File: src/hdl/bfrp_pkg.sv
package bfrp_pkg;

  localparam int unsigned SIZE_BITS = 16;
  localparam int unsigned ADDR_BITS = 20;
  localparam int unsigned TAG_W     = 4;
  localparam int unsigned MODE_W    = 2;
  localparam int unsigned STATUS_W  = 3;
  localparam int unsigned TOT_W     = 20;
  localparam int unsigned USERS_W   = 8;

  localparam logic [USERS_W-1:0] USERS_MAX = '1;

  typedef enum logic [MODE_W-1:0] {
    MODE_INSERT  = 2'd0,
    MODE_ALLOC   = 2'd1,
    MODE_RELEASE = 2'd2,
    MODE_NONE    = 2'd3
  } mode_e;

  typedef enum logic [STATUS_W-1:0] {
    STAT_OK       = 3'd0,
    STAT_ZERO     = 3'd1,
    STAT_FULL     = 3'd2,
    STAT_NO_FIT   = 3'd3,
    STAT_BAD_TAG  = 3'd4,
    STAT_OVER_REL = 3'd5,
    STAT_ADDR_OVF = 3'd6
  } status_e;

  // One region table entry, as stored in the RAM.
  typedef struct packed {
    logic [USERS_W-1:0]   users;
    logic [ADDR_BITS-1:0] addr;
    logic [SIZE_BITS-1:0] free_amt;
    logic [SIZE_BITS-1:0] cap;
  } entry_t;

  localparam int unsigned ENTRY_W = $bits(entry_t);

  // Per-item result, totals are added on the way out.
  typedef struct packed {
    status_e              status;
    logic [TAG_W-1:0]     tag;
    logic [ADDR_BITS-1:0] addr;
    logic [SIZE_BITS-1:0] free_amt;
  } result_t;

endpackage

File: src/hdl/bfrp_ram.sv
module bfrp_ram #(
  parameter int unsigned WIDTH = 60,
  parameter int unsigned DEPTH = 16
) (
  input  logic                     clk_i,
  input  logic                     we_i,
  input  logic [$clog2(DEPTH)-1:0] waddr_i,
  input  logic [WIDTH-1:0]         wdata_i,
  input  logic                     re_i,
  input  logic [$clog2(DEPTH)-1:0] raddr_i,
  output logic [WIDTH-1:0]         rdata_o
);

  logic [WIDTH-1:0] mem [DEPTH];
  logic [WIDTH-1:0] rdata_q;

  always_ff @(posedge clk_i) begin
    if (we_i) begin
      mem[waddr_i] <= wdata_i;
    end
    if (re_i) begin
      rdata_q <= mem[raddr_i];
    end
  end

  assign rdata_o = rdata_q;

endmodule

File: src/hdl/best_fit_region_pool_top.sv
// Flow: insert, unused mode and early errors go from idle straight to S_DONE; release reads
//   the entry and updates it in S_REL; allocate does one RAM read per region in S_SCAN, then
//   writes back in S_WB, or goes straight to S_DONE when the sweep finds no fit. S_DONE waits
//   while the result register stays full. Throughput: one item at a time; the next transfer
//   is taken once the result register has been loaded.
// Reset: rst_ni asynchronous, active low; clears the table count, next address, totals and
//   handshake state. Table RAM contents are not cleared; only entries below the count are read.
module best_fit_region_pool_top #(
  parameter int unsigned MAX_REGIONS = 16
) (
  input  logic                               clk_i,
  input  logic                               rst_ni,
  // configuration: pool_base
  input  logic                               cfg_we_i,
  input  logic [bfrp_pkg::ADDR_BITS-1:0]     cfg_wdata_i,
  // input stream
  input  logic                               s_axis_tvalid,
  output logic                               s_axis_tready,
  input  logic [23:0]                        s_axis_tdata,   // amount[15:0], region_tag[19:16]
  input  logic [bfrp_pkg::MODE_W-1:0]        s_axis_tuser,   // mode
  // result stream
  output logic                               m_axis_tvalid,
  input  logic                               m_axis_tready,
  output logic [79:0]                        m_axis_tdata,   // tag_out[3:0], address_out[23:4],
                                                             // region_free[39:24],
                                                             // total_free[59:40],
                                                             // total_used[79:60]
  output logic [bfrp_pkg::STATUS_W-1:0]      m_axis_tuser    // status
);

  import bfrp_pkg::*;

  localparam int unsigned IDX_W  = $clog2(MAX_REGIONS);
  localparam int unsigned CNT_W  = $clog2(MAX_REGIONS + 1);
  localparam int unsigned CMP_W  = (CNT_W > TAG_W) ? CNT_W : TAG_W;
  localparam int unsigned NA_W   = ADDR_BITS + 1;           // next address, reaches 2^ADDR_BITS
  localparam int unsigned OVF_W  = ADDR_BITS + 2;
  // Exact running sums, one bit wider than the reported total at least.
  localparam int unsigned SUM_W  = ((SIZE_BITS + CNT_W) > TOT_W) ? (SIZE_BITS + CNT_W)
                                                                 : (TOT_W + 1);
  localparam logic [OVF_W-1:0] ADDR_SPAN = OVF_W'(1) << ADDR_BITS;

  // Sequencer states
  localparam logic [2:0] S_IDLE = 3'd0;
  localparam logic [2:0] S_SCAN = 3'd1;   // best-fit sweep, one entry per cycle
  localparam logic [2:0] S_WB   = 3'd2;   // write back chosen region
  localparam logic [2:0] S_REL  = 3'd3;   // release: entry read returns
  localparam logic [2:0] S_DONE = 3'd4;   // hand result to output register

  // Input field unpack
  logic [SIZE_BITS-1:0] in_amount;
  logic [TAG_W-1:0]     in_tag;
  mode_e                in_mode;

  assign in_amount = s_axis_tdata[15:0];
  assign in_tag    = s_axis_tdata[19:16];
  assign in_mode   = mode_e'(s_axis_tuser);

  // Control state
  logic [2:0]           state_q, state_d;
  logic [CNT_W-1:0]     count_q, count_d;
  logic [NA_W-1:0]      next_q, next_d;
  logic [SUM_W-1:0]     free_sum_q, free_sum_d;
  logic [SUM_W-1:0]     cap_sum_q, cap_sum_d;
  logic                 m_valid_q, m_valid_d;
  logic                 found_q, found_d;

  // Working registers
  logic [SIZE_BITS-1:0] amount_q, amount_d;
  logic [TAG_W-1:0]     tag_q, tag_d;
  logic [CNT_W-1:0]     rd_idx_q, rd_idx_d;      // next entry to read
  logic [CNT_W-1:0]     cmp_idx_q, cmp_idx_d;    // entry whose data is on the RAM output
  logic [SIZE_BITS-1:0] best_diff_q, best_diff_d;
  logic [IDX_W-1:0]     best_idx_q, best_idx_d;
  entry_t               best_q, best_d;
  result_t              res_q, res_d;
  logic [79:0]          m_data_q, m_data_d;
  logic [STATUS_W-1:0]  m_user_q, m_user_d;

  // Table RAM
  logic                 ram_we, ram_re;
  logic [IDX_W-1:0]     ram_waddr, ram_raddr;
  entry_t               ram_wdata, ram_rdata;
  logic [ENTRY_W-1:0]   ram_rdata_raw;

  bfrp_ram #(
    .WIDTH (ENTRY_W),
    .DEPTH (MAX_REGIONS)
  ) u_table (
    .clk_i   (clk_i),
    .we_i    (ram_we),
    .waddr_i (ram_waddr),
    .wdata_i (ram_wdata),
    .re_i    (ram_re),
    .raddr_i (ram_raddr),
    .rdata_o (ram_rdata_raw)
  );

  assign ram_rdata = entry_t'(ram_rdata_raw);

  // Totals as reported: saturate the exact sums.
  logic [SUM_W-1:0]     used_sum;
  logic [TOT_W-1:0]     tot_free, tot_used;

  assign used_sum = cap_sum_q - free_sum_q;
  assign tot_free = (|free_sum_q[SUM_W-1:TOT_W]) ? '1 : free_sum_q[TOT_W-1:0];
  assign tot_used = (|used_sum[SUM_W-1:TOT_W])   ? '1 : used_sum[TOT_W-1:0];

  assign s_axis_tready = (state_q == S_IDLE);

  // Scratch values
  logic [SIZE_BITS-1:0] diff;
  logic [SIZE_BITS:0]   rel_sum;
  entry_t               upd;

  always_comb begin
    state_d     = state_q;
    count_d     = count_q;
    next_d      = next_q;
    free_sum_d  = free_sum_q;
    cap_sum_d   = cap_sum_q;
    m_valid_d   = m_valid_q;
    found_d     = found_q;
    amount_d    = amount_q;
    tag_d       = tag_q;
    rd_idx_d    = rd_idx_q;
    cmp_idx_d   = cmp_idx_q;
    best_diff_d = best_diff_q;
    best_idx_d  = best_idx_q;
    best_d      = best_q;
    res_d       = res_q;
    m_data_d    = m_data_q;
    m_user_d    = m_user_q;
    ram_we      = 1'b0;
    ram_waddr   = '0;
    ram_wdata   = '0;
    ram_re      = 1'b0;
    ram_raddr   = '0;
    diff        = '0;
    rel_sum     = '0;
    upd         = '0;

    if (m_valid_q && m_axis_tready) begin
      m_valid_d = 1'b0;
    end

    // pool_base only matters while the table is empty
    if (cfg_we_i && (count_q == '0)) begin
      next_d = NA_W'(cfg_wdata_i);
    end

    unique case (state_q)
      S_IDLE: begin
        if (s_axis_tvalid) begin
          amount_d = in_amount;
          tag_d    = in_tag;
          res_d    = '0;
          state_d  = S_DONE;
          unique case (in_mode)
            MODE_INSERT: begin
              priority if (in_amount == '0) begin
                res_d.status = STAT_ZERO;
              end else if (count_q == CNT_W'(MAX_REGIONS)) begin
                res_d.status = STAT_FULL;
              end else if ((OVF_W'(next_q) + OVF_W'(in_amount)) > ADDR_SPAN) begin
                res_d.status = STAT_ADDR_OVF;
              end else begin
                // append new region at the table tail
                ram_we             = 1'b1;
                ram_waddr          = count_q[IDX_W-1:0];
                ram_wdata.users    = '0;
                ram_wdata.addr     = next_q[ADDR_BITS-1:0];
                ram_wdata.free_amt = in_amount;
                ram_wdata.cap      = in_amount;
                next_d             = next_q + NA_W'(in_amount);
                count_d            = count_q + CNT_W'(1);
                free_sum_d         = free_sum_q + SUM_W'(in_amount);
                cap_sum_d          = cap_sum_q + SUM_W'(in_amount);
                res_d.tag          = TAG_W'(count_q);
                res_d.addr         = next_q[ADDR_BITS-1:0];
                res_d.free_amt     = in_amount;
              end
            end
            MODE_ALLOC: begin
              priority if (in_amount == '0) begin
                res_d.status = STAT_ZERO;
              end else if (count_q == '0) begin
                res_d.status = STAT_NO_FIT;
              end else begin
                // start the sweep at entry 0
                ram_re    = 1'b1;
                ram_raddr = '0;
                rd_idx_d  = CNT_W'(1);
                cmp_idx_d = '0;
                found_d   = 1'b0;
                state_d   = S_SCAN;
              end
            end
            MODE_RELEASE: begin
              if (CMP_W'(in_tag) >= CMP_W'(count_q)) begin
                res_d.status = STAT_BAD_TAG;
              end else begin
                ram_re    = 1'b1;
                ram_raddr = IDX_W'(in_tag);
                state_d   = S_REL;
              end
            end
            MODE_NONE: begin
              res_d = '0;
            end
          endcase
        end
      end

      S_SCAN: begin
        // strict less-than keeps the earliest region on ties
        if (ram_rdata.free_amt >= amount_q) begin
          diff = ram_rdata.free_amt - amount_q;
          if (!found_q || (diff < best_diff_q)) begin
            found_d     = 1'b1;
            best_diff_d = diff;
            best_idx_d  = cmp_idx_q[IDX_W-1:0];
            best_d      = ram_rdata;
          end
        end
        if (rd_idx_q < count_q) begin
          ram_re    = 1'b1;
          ram_raddr = rd_idx_q[IDX_W-1:0];
          rd_idx_d  = rd_idx_q + CNT_W'(1);
        end
        cmp_idx_d = cmp_idx_q + CNT_W'(1);
        if (cmp_idx_q == (count_q - CNT_W'(1))) begin
          if (found_d) begin
            state_d = S_WB;
          end else begin
            res_d        = '0;
            res_d.status = STAT_NO_FIT;
            state_d      = S_DONE;
          end
        end
      end

      S_WB: begin
        upd          = best_q;
        upd.addr     = best_q.addr + ADDR_BITS'(amount_q);
        upd.free_amt = best_q.free_amt - amount_q;
        if (best_q.users != USERS_MAX) begin
          upd.users = best_q.users + USERS_W'(1);
        end
        ram_we         = 1'b1;
        ram_waddr      = best_idx_q;
        ram_wdata      = upd;
        free_sum_d     = free_sum_q - SUM_W'(amount_q);
        res_d.status   = STAT_OK;
        res_d.tag      = TAG_W'(best_idx_q);
        res_d.addr     = best_q.addr;
        res_d.free_amt = upd.free_amt;
        state_d        = S_DONE;
      end

      S_REL: begin
        rel_sum = {1'b0, ram_rdata.free_amt} + {1'b0, amount_q};
        res_d.tag  = tag_q;
        res_d.addr = '0;
        if (rel_sum > {1'b0, ram_rdata.cap}) begin
          // refused: report the unchanged free amount
          res_d.status   = STAT_OVER_REL;
          res_d.free_amt = ram_rdata.free_amt;
        end else begin
          upd          = ram_rdata;
          upd.free_amt = rel_sum[SIZE_BITS-1:0];
          if (ram_rdata.users != '0) begin
            upd.users = ram_rdata.users - USERS_W'(1);
          end
          ram_we         = 1'b1;
          ram_waddr      = IDX_W'(tag_q);
          ram_wdata      = upd;
          free_sum_d     = free_sum_q + SUM_W'(amount_q);
          res_d.status   = STAT_OK;
          res_d.free_amt = upd.free_amt;
        end
        state_d = S_DONE;
      end

      S_DONE: begin
        // totals already reflect this item
        if (!m_valid_q || m_axis_tready) begin
          m_valid_d = 1'b1;
          m_user_d  = res_q.status;
          m_data_d  = {tot_used, tot_free, res_q.free_amt, res_q.addr, res_q.tag};
          state_d   = S_IDLE;
        end
      end

      default: begin
        state_d = S_IDLE;
      end
    endcase
  end

  always_ff @(posedge clk_i or negedge rst_ni) begin
    if (!rst_ni) begin
      state_q    <= S_IDLE;
      count_q    <= '0;
      next_q     <= '0;
      free_sum_q <= '0;
      cap_sum_q  <= '0;
      m_valid_q  <= 1'b0;
      found_q    <= 1'b0;
    end else begin
      state_q    <= state_d;
      count_q    <= count_d;
      next_q     <= next_d;
      free_sum_q <= free_sum_d;
      cap_sum_q  <= cap_sum_d;
      m_valid_q  <= m_valid_d;
      found_q    <= found_d;
    end
  end

  always_ff @(posedge clk_i) begin
    amount_q    <= amount_d;
    tag_q       <= tag_d;
    rd_idx_q    <= rd_idx_d;
    cmp_idx_q   <= cmp_idx_d;
    best_diff_q <= best_diff_d;
    best_idx_q  <= best_idx_d;
    best_q      <= best_d;
    res_q       <= res_d;
    m_data_q    <= m_data_d;
    m_user_q    <= m_user_d;
  end

  assign m_axis_tvalid = m_valid_q;
  assign m_axis_tdata  = m_data_q;
  assign m_axis_tuser  = m_user_q;

endmodule

File: config.mk
export PLATFORM = sky130hd
export DESIGN_NAME = best_fit_region_pool_top
export DESIGN_NICKNAME = d
export VERILOG_FILES = /design/src/hdl/bfrp_pkg.sv /design/src/hdl/bfrp_ram.sv /design/src/hdl/best_fit_region_pool_top.sv
export SDC_FILE = /design/constraint.sdc
export NUM_CORES = 2
export LEC_CHECK = 0
export ABC_AREA = 1
export BUFFER_PORTS_ARGS = -buffer_cell sky130_fd_sc_hd__buf_2
export CAP_MARGIN = 15
export CORE_AREA = 4 4 385 387
export CTS_CLUSTER_DIAMETER = 150
export DETAILED_ROUTE_END_ITERATION = 12
export DIE_AREA = 0 0 389 391
export PLACE_DENSITY = 0.59
export SYNTH_ARGS = -nofsm -noshare
export SYNTH_HDL_FRONTEND = slang
export SYNTH_HIERARCHICAL = 1
export SYNTH_SLANG_ARGS = --single-unit
File: constraint.sdc
create_clock -name clk_i -period 6.9 [get_ports clk_i]
set_input_delay 0 -clock clk_i [delete_from_list [all_inputs] [get_ports clk_i]]
set_output_delay 0 -clock clk_i [all_outputs]
set_load 0.005 [all_outputs]
; ---- Yosys cells after proc, flatten, opt, wreduce, memory -nomap -nowiden
; Memory sizes are Yosys's and may differ from the RTL's. A register that Yosys moved wholly into a read port is not among the register bits.
; Cells that the tools add are included.
[totals]
mem_count = 1
out_inout_bits = 85
mem_bits_rw = 960
reg_bits = 309
[memory_table]
columns = memory, depth, word_bits, read_ports, rd_ports_with_merged_regs, wr, line
row1 = u_table.mem, 16, 60, 1, 1, 1, bfrp_ram.sv:14  ; logic [WIDTH-1:0] mem [DEPTH];
[classes]
n_eq_ne = 22
n_bitwise = 3
mux = 99
magnitude_cmp = 6
n_addsub = 17
reduce_logical = 24
[op_table]
columns = operator, n
row1 = $mux 21, 13
row2 = $mux 52, 5
row3 = $pmux 60 s3, 1
row4 = $pmux 43 s4, 1
row5 = $mux 40, 4
row6 = $mux 43, 3
row7 = $add 21x16->21, 4
row8 = $pmux 21 s3, 1
row9 = $mux 60, 1
row10 = $mux 5, 9
row11 = $mux 4, 10
row12 = $mux 3, 12
row13 = $sub 16x16->16, 2
row14 = $pmux 3 s4, 2
row15 = $mux 1, 23
row16 = $add 21x16->22, 1
row17 = $gt 22x21->1 const B, 1
row18 = $sub 21x16->21, 1
row19 = $sub 21x21->21, 1
row20 = $add 20x16->20, 1
row21 = $ne 2x2->1 const B, 10
row22 = $pmux 5 s2, 2
row23 = $add 16x16->17, 1
row24 = $gt 17x16->1, 1
row25 = 44 further kinds, 61

; ---- Longest topological paths before layout
[logic_depth]
depth_word = 10
depth_mapped = 29
mapped_depth_nobuf = 27

; ---- Cells and area by module
; Netlist, hierarchy kept.
[by_module_without_submodules]
columns = module, instances, area_per_inst_um2, seq_area_each_um2, cells_per_inst
row1 = bfrp_ram, 1, 42813.6, 30629.4, 3950
row2 = best_fit_region_pool_top, 1, 21898.5, 8913.5, 2704

; ---- Worst setup path before layout
; Ideal clock, no wire load.
[synth_timing]
kind = flip-flop to flip-flop
startpoint = register amount_q[1]
endpoint = memory u_table.mem[12][0] (enable)
setup_time_ps = 478
path_stages_with_launch = 21
period_less_slack_ps = 6636
path_slack_ps = 264
n_path_buf = 1
arrival_ps = 6158
cell_sequence = edfxtp_1 -> inv_1 -> fa_1 -> o21ai_1 -> nand2_1 -> nand2_1 -> a21boi_0 -> o21ai_0 -> nand3_1 -> nand3_1 -> nand2_1 -> ha_1 -> nand4_1 -> nor4_1 -> nand3_1 -> nand2_2 -> buf_2 -> nor2_1 -> o22ai_1 -> nand3_1 -> nor2_1
[synth_via]
word_cells_on_any_way = 8
[synth_lines]
columns = element, line
row1 = start: declaration, best_fit_region_pool_top.sv:69  ; logic [SIZE_BITS-1:0] amount_q, amount_d;
row2 = start signal: assignment, best_fit_region_pool_top.sv:322  ; amount_q <= amount_d;
row3 = $add 16x16->17, best_fit_region_pool_top.sv:262  ; rel_sum = {1'b0, ram_rdata.free_amt} + {1'b0, amount_q};
row4 = $gt 17x16->1, best_fit_region_pool_top.sv:265  ; if (rel_sum > {1'b0, ram_rdata.cap}) begin
row5 = $mux 4, best_fit_region_pool_top.sv:265
row6 = $pmux 4 s3, best_fit_region_pool_top.sv:152  ; unique case (state_q)
row7 = named net ram_waddr[3], best_fit_region_pool_top.sv:82  ; logic [IDX_W-1:0] ram_waddr, ram_raddr;
row8 = end: declaration, bfrp_ram.sv:14
; The timed path passes the listed nets, and every way through them passes these cells.

; ---- Worst setup path after layout
[layout_timing]
startpoint = register amount_q[2]
endpoint = memory u_table.mem[14][7] (enable)
; The elaborated chain is that of the path after synthesis.

==> results.md <==
* Achievable Freq at roughly 170 MHz
* Max-Slew Margin vs Limit at about 22%
* CTS clk-pin slew, worst paths at about 0.060 ns
* DR DRC count at 0
* Power Dens Cells at about 370 mW/mm²
* Largest delay share family, worst path: simple AND/OR/NAND/NOR gates
* First-pass GRT wire length at around 260000 µm
* Pre-CTS WS at 0.956 ns
* Post-route ant nets at 0
* Gate Count Post-Synth at around 6000
* Area grow syn2layout at 13.1%
* Fill count at between 10000 and 15000
* Vias at 42500
* Cell row count at 140
* Total Power at 24600 µW
* Least-Margin Pin Slew at 1.16 ns
* CP peak stage delay at approximately 0.87 ns
* Post-Syn Area at slightly below 0.06 mm²
* Total global-route track usage at 22.2%
* Max VDD drop at about 0.00024 V
* RSZ-0062 raised after global routing: no
* Worst-skew pair later-pin latency at 0.77 ns
* Worst path cell trace: inv_1, ha_1, inv_1, nand2_1, o21ai_1, nand2_1, nand2_1, a21boi_0, o21ai_0, nand3_1, nand3_1, nand2_1, ha_1, nand4_1, nor4_1, nand3_1, nand2_2, nor2_1, o22ai_1, nand2_1, buf_4, nor2_4, buf_4
* DP Area at 0.0616 mm²
* Clock buffer count from CTS at 130
* Startpoint types: register
* I/O Buffers at approximately 130
* Total routed wirelength at about 170000 µm
* Outcome: finished, final reports clean
* Worst path slowest cell: nor2_4
* Final Hold Fails at 0
* Leakage at between 0.02 and 0.03 µW
* Grt ovf at 0
* CP bufs+invs at 4
* CTS tree: built
* CTS root buf: clkbuf_16
* Io pins at 136
* Share of cells above drive strength 1 at ~7.8%
* Final setup fails at 0
* Iter 0 DRT Violations at slightly below 4000
* CP arrival at 6.50 ns
* Die area at between 0.15 and 0.2 mm²
* Pin count of the biggest net entering global routing at around 160
* Max_cap viols at 0
* Worst R2R Path Depth at 23
* Clock sink count at approximately 1200
* Final max-slew violation count at 0
* Starting Density at around two fifths
* H-tree depth at 4
* Core area at 0.145 mm²
* Crit. End Element: register
* Critical path class: register to register
* Worst setup margin at 0.858 ns
* Final net count at 6488
* Multi-input gate area at ~0.019 mm²
* Setup TNS Final at 0 ns
* Fin crit period at about 6.0 ns
* Mapped Avg Cell Area at a little under 10 µm²
* Post-Syn Nets at ~6300
* Vias/cell at 5.15
* CP dominant cell by count: nand2_1
* Final HPWL DP at approximately 110000 µm
* Final worst path period share at around 88%
* Clock buffer depth at 3
* Critical path depth at 23
* Post-CTS Setup Bufs at 0
* Yosys warning count at 6
* Routed len/inst at 20.7 µm
* Gp weighted congestion at 0.933
* Initial antenna violation count at 2
* Worst-path fanout max at 25
* Post-route design area at ~0.066 mm²
* Hold Worst Slack at ~0.0012 ns
* 1st-pass router iterations at 6
* Die H at 391 µm
* Reg area at ~0.035 mm²
* Clk_skew at around 0.031 ns
* Worst hold path type: input pin to async pin
* Critical Path RT at 7.36 ns
* Die W at a little under 400 µm
* Vias in the first global route at between 40000 and 50000
[report_power, final]
part	switching (µW)	leakage (µW)	internal, µW	total [µW]
clock network	2870	0.00192	3700	6560
logic	5640	0.0156	2630	8270
registers	562	0.0112	9250	9820
[final cells by class]
class | count | area share [%]
inverter | 950 | 5.41
sequential | 1185 | 53.2
multi-input combinational | 3659 | 28.0
antenna | 4 | 0.0151
tap | 1917 | 3.63
timing repair buffer | 320 | 3.74
clock buffer | 168 | 5.28
clock inverter | 61 | 0.685
[cells in the final DEF (no fill, tap or decap), types with 32 or more instances in the layout]
cell type,count
a21oi_1,195
buf_2,130
buf_4,107
clkbuf_1,33
clkbuf_16,134
dfrtp_1,73
dlygate4sd3_1,64
edfxtp_1,1112
ha_1,183
inv_1,943
nand2_1,1736
nand3_1,857
nand4_1,33
nor2_1,169
o211ai_1,37
o21ai_0,106
o21ai_1,33
xnor2_1,32
xor2_1,80
[path summary, 6_finish.rpt]
path                                  start            endpoint  slack (ns)
setup / recovery                amount_q[2]  u_table/mem[14][7]        0.86
hold reg to reg                   res_q[26]    m_axis_tdata[14]        0.42
hold / removal                       rst_ni       free_sum_q[3]       0.001
setup reg to reg                amount_q[2]  u_table/mem[14][7]        0.86
min in group clk_i         s_axis_tdata[16]            tag_q[0]        0.10
max in group asynchronous            rst_ni             found_q        6.20
[state kept, by name, indices dropped and copies added, names as in the netlist]
| name | cells |
|---|---|
| cap_sum_q | 21 |
| m_axis_tdata | 80 |
| res_q | 43 |
| best_diff_q | 16 |
| state_q | 3 |
| rd_idx_q | 5 |
| amount_q | 16 |
| u_table/rdata_o | 52 |
| free_sum_q | 21 |
| tag_q | 4 |
| cmp_idx_q | 5 |
| count_q | 5 |
| next_q | 21 |
| m_axis_tuser | 3 |
| u_table/mem | 832 |
| found_q | 1 |
| m_axis_tvalid | 1 |
| best_idx_q | 4 |
| best_q | 52 |
[tightest hold or removal path: stages]
cell and delay, ns:
dlygate4sd3_1 0.52, buf_4 0.12, buf_4 0.70
[layer usage]
layer | GRT usage (%) | wire length, µm | vias up | part of all wire [%]
met2 | 37.0 | 80500 | 1438 | 47
met5 | 0 | 12 | - | 0.0070
met4 | 7.48 | 5960 | 2 | 3.5
li1 | - | - | 20400 | -
met3 | 3.42 | 11700 | 303 | 6.8
met1 | 29.8 | 73000 | 20400 | 43
[through the flow]
stage / util, % / instances
2_1_floorplan: - / 6067
3_3_place_gp: 42.5 / 7965
3_5_place_dp: 42.5 / 7967
4_1_cts: 45.7 / 8260
5_1_grt: 45.7 / 8260
6_report: 45.7 / 8264
[timing repair]
item / in CTS / in global routing
hold buffers: 64 / 0
gates resized for setup: 0 / 0
endpoints found under the hold margin: 143 / 0
Power figures use the tool's default switching activity.
